[src/hdl/tapg_pkg.sv]
package tapg_pkg;

    localparam int MUL_BW        = 16;
    localparam int FRAC_BITS     = 15;
    localparam int CFG_IDX_BITS  = 2;
    localparam int CFG_DATA_BITS = 32;
    localparam int STEP_BITS     = 32;

    localparam logic [15:0] Q_ONE   = 16'd32768;
    localparam logic [15:0] POLY_C1 = 16'd2320;
    localparam logic [15:0] POLY_C2 = 16'd21024;
    localparam logic [15:0] POLY_C3 = 16'd51472;

    typedef enum logic [CFG_IDX_BITS-1:0] {
        CFG_DEPTH      = 2'd0,
        CFG_PHASE_STEP = 2'd1,
        CFG_AUTO_PAN   = 2'd2
    } cfg_idx_t;

endpackage

[src/hdl/tremolo_autopan_gain_core.sv]
// each accepted sample pair runs through all its products before the result is registered
// for m_tvalid; s_tready stays low, so no new pair is taken until that result is loaded
// seven products (four for the sine polynomial, one for the gain, two for the
// samples) share one bit-serial multiplier, one product at a time
// reset: synchronous active-low aresetn clears lfo phase, depth, step, auto-pan
// and all handshake state; the block takes beats right after reset
module tremolo_autopan_gain_core #(
    parameter int SAMPLE_BITS     = 24,
    parameter int PHASE_BITS      = 32,
    parameter int SINE_TABLE_BITS = 10
) (
    input  logic                                          aclk,
    input  logic                                          aresetn,
    input  logic                                          s_tvalid,
    output logic                                          s_tready,
    // left_in, right_in
    input  logic [((2*SAMPLE_BITS+7)/8)*8-1:0]            s_tdata,
    output logic                                          m_tvalid,
    input  logic                                          m_tready,
    // left_out, right_out
    output logic [((2*SAMPLE_BITS+7)/8)*8-1:0]            m_tdata,
    input  logic                                          cfg_valid,
    output logic                                          cfg_ready,
    input  logic [tapg_pkg::CFG_IDX_BITS-1:0]             cfg_index,
    input  logic [tapg_pkg::CFG_DATA_BITS-1:0]            cfg_data
);
    import tapg_pkg::*;

    localparam int SB  = SAMPLE_BITS;
    localparam int TB  = SINE_TABLE_BITS;
    localparam int DW  = ((2*SAMPLE_BITS+7)/8)*8;
    localparam int AW  = (SAMPLE_BITS > 17) ? SAMPLE_BITS : 17;
    localparam int PW  = AW + MUL_BW;
    localparam int GW  = 34;
    localparam int PAD = DW - 2*SB;

    typedef enum logic [1:0] {ST_IDLE, ST_START, ST_WAIT, ST_OUT} state_t;
    typedef enum logic [2:0] {
        OP_X2, OP_T1, OP_T, OP_Y, OP_GAIN, OP_LEFT, OP_RIGHT
    } mul_op_t;

    state_t  state_reg;
    mul_op_t op_reg;

    logic [15:0]            depth_reg;
    logic [STEP_BITS-1:0]   step_reg;
    logic                   auto_pan_reg;
    logic [PHASE_BITS-1:0]  phase_reg;

    logic [1:0]             quad_reg;
    logic [15:0]            x_reg;
    logic [15:0]            x2_reg;
    logic [15:0]            t_reg;
    logic signed [16:0]     s_reg;
    logic [15:0]            gl_reg;
    logic [15:0]            gr_reg;
    logic signed [AW-1:0]   left_reg;
    logic signed [AW-1:0]   right_reg;
    logic [SB-1:0]          lres_reg;
    logic [SB-1:0]          rres_reg;
    logic                   m_tvalid_reg;
    logic [DW-1:0]          m_tdata_reg;

    logic [TB-1:0]          idx;
    logic [15:0]            x_raw;
    logic [15:0]            d;
    logic                   in_beat;
    logic                   mul_start;
    logic                   mul_done;
    logic signed [AW-1:0]   mul_a;
    logic [MUL_BW-1:0]      mul_b;
    logic signed [PW-1:0]   mul_prod;
    logic [15:0]            prod_frac;
    logic [15:0]            y_clamp;
    logic [GW-1:0]          g30;
    logic [16:0]            gr_calc;

    assign idx       = phase_reg[PHASE_BITS-1 -: TB];
    assign x_raw     = 16'({idx[TB-3:0], {(17-TB){1'b0}}});
    assign d         = (depth_reg > Q_ONE) ? Q_ONE : depth_reg;
    assign in_beat   = s_tvalid && s_tready;
    assign s_tready  = (state_reg == ST_IDLE);
    assign mul_start = (state_reg == ST_START);
    assign cfg_ready = 1'b1;
    assign m_tvalid  = m_tvalid_reg;
    assign m_tdata   = m_tdata_reg;

    assign prod_frac = mul_prod[FRAC_BITS +: 16];
    assign y_clamp   = (prod_frac > Q_ONE) ? Q_ONE : prod_frac;
    assign g30       = (GW'(1) << 31) - (GW'(d) << FRAC_BITS) - GW'(mul_prod);
    assign gr_calc   = 17'(65536) - 17'(d) - 17'(g30[31:16]);

    always_comb begin
        mul_a = '0;
        mul_b = '0;
        unique case (op_reg)
            OP_X2: begin
                mul_a = AW'($signed({1'b0, x_reg}));
                mul_b = x_reg;
            end
            OP_T1: begin
                mul_a = AW'($signed({1'b0, x2_reg}));
                mul_b = POLY_C1;
            end
            OP_T: begin
                mul_a = AW'($signed({1'b0, x2_reg}));
                mul_b = t_reg;
            end
            OP_Y: begin
                mul_a = AW'($signed({1'b0, x_reg}));
                mul_b = t_reg;
            end
            OP_GAIN: begin
                mul_a = AW'(s_reg);
                mul_b = d;
            end
            OP_LEFT: begin
                mul_a = left_reg;
                mul_b = gl_reg;
            end
            OP_RIGHT: begin
                mul_a = right_reg;
                mul_b = gr_reg;
            end
            default: begin
                mul_a = '0;
                mul_b = '0;
            end
        endcase
    end

    tapg_mul_serial #(
        .A_BITS (AW)
    ) u_mul (
        .aclk    (aclk),
        .aresetn (aresetn),
        .start   (mul_start),
        .a_in    (mul_a),
        .b_in    (mul_b),
        .done    (mul_done),
        .product (mul_prod)
    );

    always_ff @(posedge aclk) begin
        if (!aresetn) begin
            state_reg    <= ST_IDLE;
            op_reg       <= OP_X2;
            depth_reg    <= '0;
            step_reg     <= '0;
            auto_pan_reg <= 1'b0;
            phase_reg    <= '0;
            m_tvalid_reg <= 1'b0;
        end else begin
            if (cfg_valid && cfg_ready) begin
                unique case (cfg_index)
                    CFG_DEPTH:      depth_reg    <= cfg_data[15:0];
                    CFG_PHASE_STEP: step_reg     <= cfg_data[STEP_BITS-1:0];
                    CFG_AUTO_PAN:   auto_pan_reg <= cfg_data[0];
                    default: ;
                endcase
            end

            if (m_tvalid_reg && m_tready && state_reg != ST_OUT) begin
                m_tvalid_reg <= 1'b0;
            end

            unique case (state_reg)
                ST_IDLE: begin
                    if (in_beat) begin
                        left_reg  <= AW'($signed(s_tdata[SB-1:0]));
                        right_reg <= AW'($signed(s_tdata[2*SB-1:SB]));
                        quad_reg  <= idx[TB-1 -: 2];
                        x_reg     <= idx[TB-2] ? (Q_ONE - x_raw) : x_raw;
                        phase_reg <= phase_reg + PHASE_BITS'(step_reg);
                        op_reg    <= OP_X2;
                        state_reg <= ST_START;
                    end
                end
                ST_START: begin
                    state_reg <= ST_WAIT;
                end
                ST_WAIT: begin
                    if (mul_done) begin
                        state_reg <= ST_START;
                        unique case (op_reg)
                            OP_X2: begin
                                x2_reg <= prod_frac;
                                op_reg <= OP_T1;
                            end
                            OP_T1: begin
                                t_reg  <= POLY_C2 - prod_frac;
                                op_reg <= OP_T;
                            end
                            OP_T: begin
                                t_reg  <= POLY_C3 - prod_frac;
                                op_reg <= OP_Y;
                            end
                            OP_Y: begin
                                s_reg  <= quad_reg[1] ? -$signed({1'b0, y_clamp})
                                                      : $signed({1'b0, y_clamp});
                                op_reg <= OP_GAIN;
                            end
                            OP_GAIN: begin
                                gl_reg <= g30[31:16];
                                gr_reg <= auto_pan_reg ? gr_calc[15:0] : g30[31:16];
                                op_reg <= OP_LEFT;
                            end
                            OP_LEFT: begin
                                lres_reg <= mul_prod[FRAC_BITS +: SB];
                                op_reg   <= OP_RIGHT;
                            end
                            OP_RIGHT: begin
                                rres_reg  <= mul_prod[FRAC_BITS +: SB];
                                state_reg <= ST_OUT;
                            end
                            default: begin
                                state_reg <= ST_IDLE;
                            end
                        endcase
                    end
                end
                ST_OUT: begin
                    if (!m_tvalid_reg || m_tready) begin
                        m_tdata_reg  <= {{PAD{1'b0}}, rres_reg, lres_reg};
                        m_tvalid_reg <= 1'b1;
                        state_reg    <= ST_IDLE;
                    end
                end
                default: begin
                    state_reg <= ST_IDLE;
                end
            endcase
        end
    end

    a_busy_after_beat: assert property (@(posedge aclk) disable iff (!aresetn)
        in_beat |=> !s_tready)
        else $error("input taken while a pair is in work");

    a_done_in_wait: assert property (@(posedge aclk) disable iff (!aresetn)
        mul_done |-> (state_reg == ST_WAIT))
        else $error("product finished outside the wait state");

    a_gain_range: assert property (@(posedge aclk) disable iff (!aresetn)
        (state_reg == ST_OUT) |-> (gl_reg <= Q_ONE && gr_reg <= Q_ONE))
        else $error("gain above unity");

    a_hold_result: assert property (@(posedge aclk) disable iff (!aresetn)
        (state_reg == ST_OUT && m_tvalid && !m_tready) |=> (state_reg == ST_OUT))
        else $error("result dropped while output stalled");

endmodule

[src/hdl/tapg_mul_serial.sv]
module tapg_mul_serial #(
    parameter int A_BITS = 24
) (
    input  logic                                      aclk,
    input  logic                                      aresetn,
    input  logic                                      start,
    input  logic signed [A_BITS-1:0]                  a_in,
    input  logic [tapg_pkg::MUL_BW-1:0]               b_in,
    output logic                                      done,
    output logic signed [A_BITS+tapg_pkg::MUL_BW-1:0] product
);
    import tapg_pkg::*;

    localparam int P_BITS   = A_BITS + MUL_BW;
    localparam int CNT_BITS = $clog2(MUL_BW);

    logic signed [P_BITS-1:0] acc_reg;
    logic signed [P_BITS-1:0] a_sh_reg;
    logic [MUL_BW-1:0]        b_reg;
    logic [CNT_BITS-1:0]      cnt_reg;
    logic                     busy_reg;
    logic                     done_reg;

    // one multiplier bit per cycle, lsb first
    always_ff @(posedge aclk) begin
        if (!aresetn) begin
            busy_reg <= 1'b0;
            done_reg <= 1'b0;
            cnt_reg  <= '0;
        end else begin
            done_reg <= 1'b0;
            if (start) begin
                busy_reg <= 1'b1;
                cnt_reg  <= '0;
            end else if (busy_reg) begin
                cnt_reg <= cnt_reg + CNT_BITS'(1);
                if (cnt_reg == CNT_BITS'(MUL_BW - 1)) begin
                    busy_reg <= 1'b0;
                    done_reg <= 1'b1;
                end
            end
        end
    end

    always_ff @(posedge aclk) begin
        if (start) begin
            acc_reg  <= '0;
            a_sh_reg <= P_BITS'(a_in);
            b_reg    <= b_in;
        end else if (busy_reg) begin
            if (b_reg[0]) begin
                acc_reg <= acc_reg + a_sh_reg;
            end
            a_sh_reg <= a_sh_reg <<< 1;
            b_reg    <= b_reg >> 1;
        end
    end

    assign done    = done_reg;
    assign product = acc_reg;

endmodule

[config.mk]
export PLATFORM = sky130hd
export DESIGN_NAME = tremolo_autopan_gain_core
export DESIGN_NICKNAME = d
export VERILOG_FILES = /design/src/hdl/tapg_pkg.sv /design/src/hdl/tremolo_autopan_gain_core.sv /design/src/hdl/tapg_mul_serial.sv
export SDC_FILE = /design/constraint.sdc
export NUM_CORES = 1
export LEC_CHECK = 0
export BUFFER_PORTS_ARGS = -buffer_cell sky130_fd_sc_hd__buf_2
export CORE_UTILIZATION = 30
export CTS_CLUSTER_SIZE = 20
export DETAILED_ROUTE_END_ITERATION = 8
export GPL_TIMING_DRIVEN = 0
export HOLD_SLACK_MARGIN = 0.06
export SKIP_LAST_GASP = 1
export SYNTH_ARGS = -nofsm -noshare
export SYNTH_HDL_FRONTEND = slang
export SYNTH_SLANG_ARGS = --single-unit
[constraint.sdc]
create_clock -name aclk -period 5.05 [get_ports aclk]
set_clock_uncertainty 0.05 [all_clocks]
set_input_delay 1.01 -clock aclk [delete_from_list [all_inputs] [get_ports aclk]]
set_output_delay 1.01 -clock aclk [all_outputs]
set_load 0.01 [all_outputs]
==> flow_metrics.env, run 1 <==
export IMPL_mostFrequentLayoutCell="nand2_1"
export IMPL_arrival_ns=5.22
export IMPL_min_path_type="register to register"
export IMPL_fp_row_count=99
export IMPL_period_minus_slack_ns=4.93
export IMPL_viasPerCell=5.10
export IMPL_vdd_drop_max_v=0.000334
export IMPL_slowest_delay_ns=0.37
export IMPL_max_clock_path_buffers=3
export IMPL_wl_per_cell_um=19.1
export IMPL_utilization=0.366
export IMPL_grt_ovfl_total=0
export IMPL_hpwl_mm=49.4
export IMPL_most_common_layout_cells="nand2_1, edfxtp_1, a21oi_1"
export IMPL_pre_cts_ws_ns=-1.03
export IMPL_ys_ff_latch=422
export IMPL_ys_types=78
export IMPL_fin_nets=2709
export IMPL_gp_congestion=0.928
export IMPL_power_density_nw_per_um2=554
export IMPL_grt_max_degree=38
export IMPL_synth_edff_count=290
export IMPL_worstSetupPathType="register to register"
export IMPL_layout_cells_non_filler=3457
export IMPL_syn_area_um2=22400
export IMPL_grt_pass1_vias=16800
export IMPL_insertion_delay_ns=0.60
export IMPL_cts_tree="done"
export IMPL_grt_pass1_wl_mm=98.7
export IMPL_cts_sinks=422
export IMPL_cp_top_family="compound AO/OA/AOI/OAI gates"
export IMPL_max_cap_violations=0
export IMPL_die_w_um=275
export IMPL_avgSynthCellArea_um2=10.0
export IMPL_period_share=0.976
export IMPL_syn2layout_area_growth_pct=19.9
export IMPL_use_met2=0.285
export IMPL_worstPathCellList="clkinvlp_4 > buf_4 > buf_6 > nand2_2 > ha_4 > ha_4 > a21o_1 > a21o_1 > a21o_1 > o2bb2ai_4 > a311oi_2 > and2_4 > o2111ai_2 > xnor2_2 > ha_1 > ha_1 > or3_4 > nor3_4 > o41ai_2 > xnor2_1 > nand2_1 > xnor2_1"
export IMPL_async_flop_share=0
export IMPL_grt_use_met1=0.227
export IMPL_largest_register_ff_count=48
export IMPL_htree_num_levels=2
export IMPL_yosys_warnings=0
export IMPL_drtAntennaViolNets=0
export IMPL_antenna_found_initial=3
export IMPL_cts_root_buf="clkbuf_16"
export IMPL_ios=138
export IMPL_worst_pin_slew_ns=1.03
export IMPL_place_inst=3347
export IMPL_start_util=0.305
export IMPL_clk_pin_slew_ns=0.06
export IMPL_die_area_um2=75800
export IMPL_cp_start_kind="register"
export IMPL_cp_num_buf_inv=3
export IMPL_met3_usage=0.0244
export IMPL_crit_required_ns=5.34
export IMPL_critPathMostFrequentCell="a21o_1"
export IMPL_final_setup_tns_ns=0
export IMPL_cts_buffers=44
export IMPL_clock_fmax_mhz=203
export IMPL_drive_above_1_share=0.151
export IMPL_drt_pass1_iter_count=6
export IMPL_critPathCaptureType="register"
export IMPL_ys_seq_area_frac=0.507
export IMPL_vias=17600
export IMPL_grt_busiest_layer="met2"
export IMPL_finalMaxSlewViolations=0
export IMPL_relSlewSlack=0.314
export IMPL_drtIter0Drc=1361
export IMPL_rsz0062_at_grt="true"
export IMPL_setup_slack_ns=0.119
export IMPL_final_fill_count=7362
export IMPL_final_hold_viol_count=0
export IMPL_setup_viol=0
export IMPL_die_y_um=275
export IMPL_wirelength_mm=65.9
export IMPL_syn_instance_count=2238
export IMPL_power_leakage_nw=10.2
export IMPL_core_area_um2=73500
export IMPL_synth_ff_type="edfxtp_1"
export IMPL_critical_path_max_fanout=8
export IMPL_portBuffers=136
export IMPL_hold_ws_ns=0.359
export IMPL_syn_num_nets=2486
export IMPL_drc=0
export IMPL_status="complete, no violations"
export IMPL_grtUsageTotal=0.169
export IMPL_slowest_stage="or3_4"
[cell type report]
cell class / instances / area, um^2 / area share
clock buffers: 54 / 1210 / 0.0451
multi-input cells: 1625 / 10900 / 0.405
well taps: 959 / 1200 / 0.0446
clock inverters: 28 / 354 / 0.0132
inverters: 88 / 334 / 0.0124
diodes: 1 / 2.50 / 0.0000931
flip-flops and latches: 422 / 11400 / 0.424
plain buffers: 101 / 384 / 0.0143
repair buffers: 179 / 1100 / 0.0409
[where the power goes]
group          internal (mW)  switching [mW]  leakage [nW]
registers               4.12           0.278          3.76
logic                   3.17            3.83          5.71
clock network           2.04            1.47         0.766
[path summary, 6_finish.rpt]
path            endpoint           from  slack, ns  depth (start not counted)
max           gr_reg[15]  depth_reg[15]       0.12                         22
min          m_tdata[14]   lres_reg[14]       0.36                          0
max reg2reg   gr_reg[15]  depth_reg[15]       0.12                         22
min reg2reg  m_tdata[14]   lres_reg[14]       0.36                          0
[stage by stage]
stage	instance area (um^2)	power [mW]
global placement	24300	9.96
CTS	26400	13.9
finish	26900	14.9
floorplan	22400	8.68
global route	26900	15.8
detailed placement	24500	10.0
[synth_stat cells, types with 7 or more instances]
master / count / area, um^2
a211o_1: 8 / 70.1
a211oi_1: 19 / 143
a21boi_0: 12 / 90.1
a21o_1: 54 / 405
a21oi_1: 212 / 1060
a222oi_1: 8 / 80.1
a22o_1: 11 / 96.3
a22oi_1: 21 / 158
a31oi_1: 23 / 144
and2_1: 12 / 75.1
and3_1: 13 / 81.3
clkbuf_1: 97 / 364
dfxtp_1: 132 / 2640
edfxtp_1: 290 / 8710
ha_1: 158 / 1980
inv_1: 88 / 330
mux2i_1: 35 / 350
nand2_1: 394 / 1480
nand2b_1: 25 / 156
nand3_1: 33 / 165
nand4_1: 12 / 75.1
nor2_1: 112 / 420
nor2b_1: 14 / 87.6
nor3_1: 27 / 135
nor4_1: 10 / 62.6
o211ai_1: 8 / 60.1
o21a_1: 9 / 67.6
o21ai_0: 146 / 731
o21bai_1: 10 / 75.1
o31ai_1: 7 / 52.6
or3_1: 9 / 56.3
xnor2_1: 77 / 674
xor2_1: 33 / 289
[layer usage]
layer | part of all wire | up-vias | routed length (um)
li1 | - | 8586 | -
met1 | 0.45 | 8382 | 29400
met2 | 0.47 | 546 | 31100
met3 | 0.058 | 99 | 3810
met4 | 0.024 | 4 | 1560
met5 | 0.00033 | - | 22
[kinds of logic (layout without fill, tap and decap cells)]
group | count (synthesis) | count (layout) | share of synthesized area
compound gates | 613 | 613 | 0.170
xor+xnor | 111 | 111 | 0.0437
fa+ha+maj | 161 | 161 | 0.0909
buf+inv | 191 | 450 | 0.0322
flops | 422 | 422 | 0.507
mux | 39 | 39 | 0.0176
other cells | 1 | 2 | 0.000167
simple gates | 700 | 700 | 0.138
[repair_timing]
| action | 4_1_cts | 5_1_grt |
|---|---|---|
| setup buffers | 11 | 18 |
| endpoints found under the hold margin | 0 | 0 |
| gates resized for setup | 45 | 79 |
| endpoints found under the setup margin | 10 | 5 |
| hold buffers | 0 | 0 |
| pin swaps | 13 | 37 |
(Power assumes the default switching activity.)
==> inputs of run 2 (changes only) <==
--- a/config.mk
+++ b/config.mk
@@ -11,6 +11,8 @@
 export DETAILED_ROUTE_END_ITERATION = 8
 export GPL_TIMING_DRIVEN = 0
 export HOLD_SLACK_MARGIN = 0.06
+export RECOVER_POWER = 100
+export REMOVE_ABC_BUFFERS = 1
 export SKIP_LAST_GASP = 1
 export SYNTH_ARGS = -nofsm -noshare
 export SYNTH_HDL_FRONTEND = slang
==> run 2 against run 1 <==
The run now ends with max-capacitance violations, max-slew violations left. Register-to-register slack better by 0.04 ns. Global-route usage down 1.6 points. Flip-flop and latch count unchanged. Sequential share of layout area up 0.79 points. Die area unchanged. Worst hold slack better by 0.0027 ns. Total power down 3.0%. Critical path depth unchanged. Sequential power about the same. Combinational power down 5.9%.
==> flow_metrics.env, run 2 (synthesis gave the netlist of run 1 again) <==
export IMPL_pwr_share_comb=0.456
export IMPL_cp_start_kind="register"
export IMPL_holdBufCountCts=0
export IMPL_period_share=0.968
export IMPL_cts_buffers=47
export IMPL_portBuffers=136
export IMPL_die_w_um=275
export IMPL_final_fill_count=7393
export IMPL_violations="max-capacitance violations, max-slew violations"
export IMPL_power_leakage_nw=9.84
export IMPL_core_area_um2=73500
export IMPL_grt_max_degree=86
export IMPL_setup_viol=0
export IMPL_worstReg2RegStart="depth_reg[15]"
export IMPL_clkPwrFrac=0.239
export IMPL_die_y_um=275
export IMPL_ff_latch_area_um2=11400
export IMPL_min_path_type="register to register"
export IMPL_die_area_um2=75800
export IMPL_hpwl_mm=42.6
export IMPL_layout_cells_non_filler=3360
export IMPL_max_clock_path_buffers=3
export IMPL_hold_ws_ns=0.362
export IMPL_drtAntennaViolNets=0
export IMPL_largest_register_ff_count=48
export IMPL_start_util=0.305
export IMPL_vias=17000
export IMPL_multi_input_area_um2=10900
export IMPL_status="complete, but fails checks"
export IMPL_worstSetupPathType="register to register"
export IMPL_grtUsageTotal=0.153
export IMPL_cts_root_buf="clkbuf_16"
export IMPL_intPower_mw=9.18
export IMPL_syn2layout_area_growth_pct=17.5
export IMPL_htree_num_levels=2
export IMPL_cts_tree="done"
export IMPL_drt_pass1_iter_count=5
export IMPL_finalMaxSlewViolations=97
export IMPL_rsz0062_at_grt="true"
export IMPL_relSlewSlack=-0.851
export IMPL_grt_pass1_vias=16100
export IMPL_final_hold_viol_count=0
export IMPL_clk_pin_slew_ns=0.06
export IMPL_antenna_cells=0
export IMPL_wl_per_cell_um=17.8
export IMPL_mostFrequentLayoutCell="nand2_1"
export IMPL_cts_sinks=422
export IMPL_critPathCaptureType="register"
export IMPL_switchingPower_mw=5.27
export IMPL_ios=138
export IMPL_drive_above_1_share=0.120
export IMPL_fp_row_count=99
export IMPL_critical_path_max_fanout=7
export IMPL_worst_pin_slew_ns=2.77
export IMPL_drc=0
export IMPL_p_sw_frac=0.365
export IMPL_insertion_delay_ns=0.62
export IMPL_period_minus_slack_ns=4.89
export IMPL_gp_congestion=0.893
export IMPL_power_density_nw_per_um2=549
export IMPL_fin_nets=2610
export IMPL_antenna_found_initial=1
export IMPL_min_from="lres_reg[18]"
export IMPL_wirelength_mm=59.8
export IMPL_grt_pass1_wl_mm=90.9
export IMPL_most_common_layout_cells="nand2_1, edfxtp_1, a21oi_1"
export IMPL_critPathLaunch="depth_reg[15]"
export IMPL_pwr_share_seq=0.305
export IMPL_vdd_drop_max_v=0.000332
export IMPL_viasPerCell=5.05
export IMPL_crit_required_ns=5.35
export IMPL_clock_fmax_mhz=205
export IMPL_drtIter0Drc=1307
export IMPL_grt_ovfl_total=0
export IMPL_max_cap_violations=2
export IMPL_place_inst=3252
export IMPL_arrival_ns=5.19
## run 2: worst paths after layout
| kind | depth (start not counted) | slack [ns] | endpoint |
|---|---|---|---|
| worst min register to register | 0 | 0.36 | m_tdata[18] |
| worst min-delay path | 0 | 0.36 | m_tdata[18] |
| worst max register to register | 22 | 0.16 | gr_reg[13] |
| worst max-delay path | 22 | 0.16 | gr_reg[13] |
## run 2: final cells by class
class	count	share of cell area
inverters	88	0.0129
repair buffers	178	0.0372
well taps	959	0.0456
flip-flops and latches	422	0.432
multi-input cells	1625	0.414
clock buffers	71	0.0509
clock inverters	17	0.00775
## run 2: power by group through the flow
stage	clock, mW	sequential (mW)	combinational, mW
5_1_grt	3.68	4.43	7.34
6_report	3.46	4.40	6.59
2_1_floorplan	0	4.33	4.33
3_3_place_gp	0	4.47	5.36
3_5_place_dp	0	4.46	5.43
4_1_cts	3.55	4.39	5.66
## run 2: critical path, stage by stage (launching register included)
cell	delay, ns
dfxtp_4	0.38
clkinvlp_4	0.21
buf_6	0.19
nand2_2	0.08
ha_1	0.27
ha_4	0.28
a21o_1	0.17
a21o_1	0.18
a21oi_2	0.14
o21ai_0	0.10
a41o_2	0.33
a31oi_4	0.21
o21ai_2	0.09
xnor2_2	0.27
inv_2	0.08
ha_4	0.25
ha_4	0.27
nand3_1	0.09
a21oi_2	0.18
nor3_2	0.08
or3_1	0.34
xnor2_1	0.14
mux2_2	0.26
## run 2: stage by stage
| step | TNS, ns | worst slack [ns] | util | power, mW | cell area, um^2 |
|---|---|---|---|---|---|
| 3_3_place_gp | -425.57 | -3.87 | 0.325 | 9.82 | 23900 |
| 6_report | 0 | 0.162 | 0.358 | 14.5 | 26300 |
| 4_1_cts | -0.0239 | -0.0239 | 0.354 | 13.6 | 26000 |
| 3_5_place_dp | -2.42 | -0.728 | 0.330 | 9.89 | 24300 |
| 2_1_floorplan | -46.26 | -0.964 | - | 8.66 | 22000 |
| 5_1_grt | -0.161 | -0.0891 | 0.358 | 15.4 | 26300 |
## run 2: timing repair
action	in CTS	in global routing
endpoints found under the setup margin	8	4
gates cloned	0	0
setup buffers	8	12
pin swaps	6	31
resized for setup	29	73
## run 2: layer usage
layer | part of all wire | vias to the layer above | global-route usage | wire (um)
li1 | - | 8376 | - | -
met1 | 0.46 | 8101 | 0.207 | 27700
met2 | 0.47 | 377 | 0.254 | 27900
met3 | 0.049 | 97 | 0.0237 | 2910
met4 | 0.022 | 2 | 0.0411 | 1320
met5 | 0.00022 | - | 0 | 13
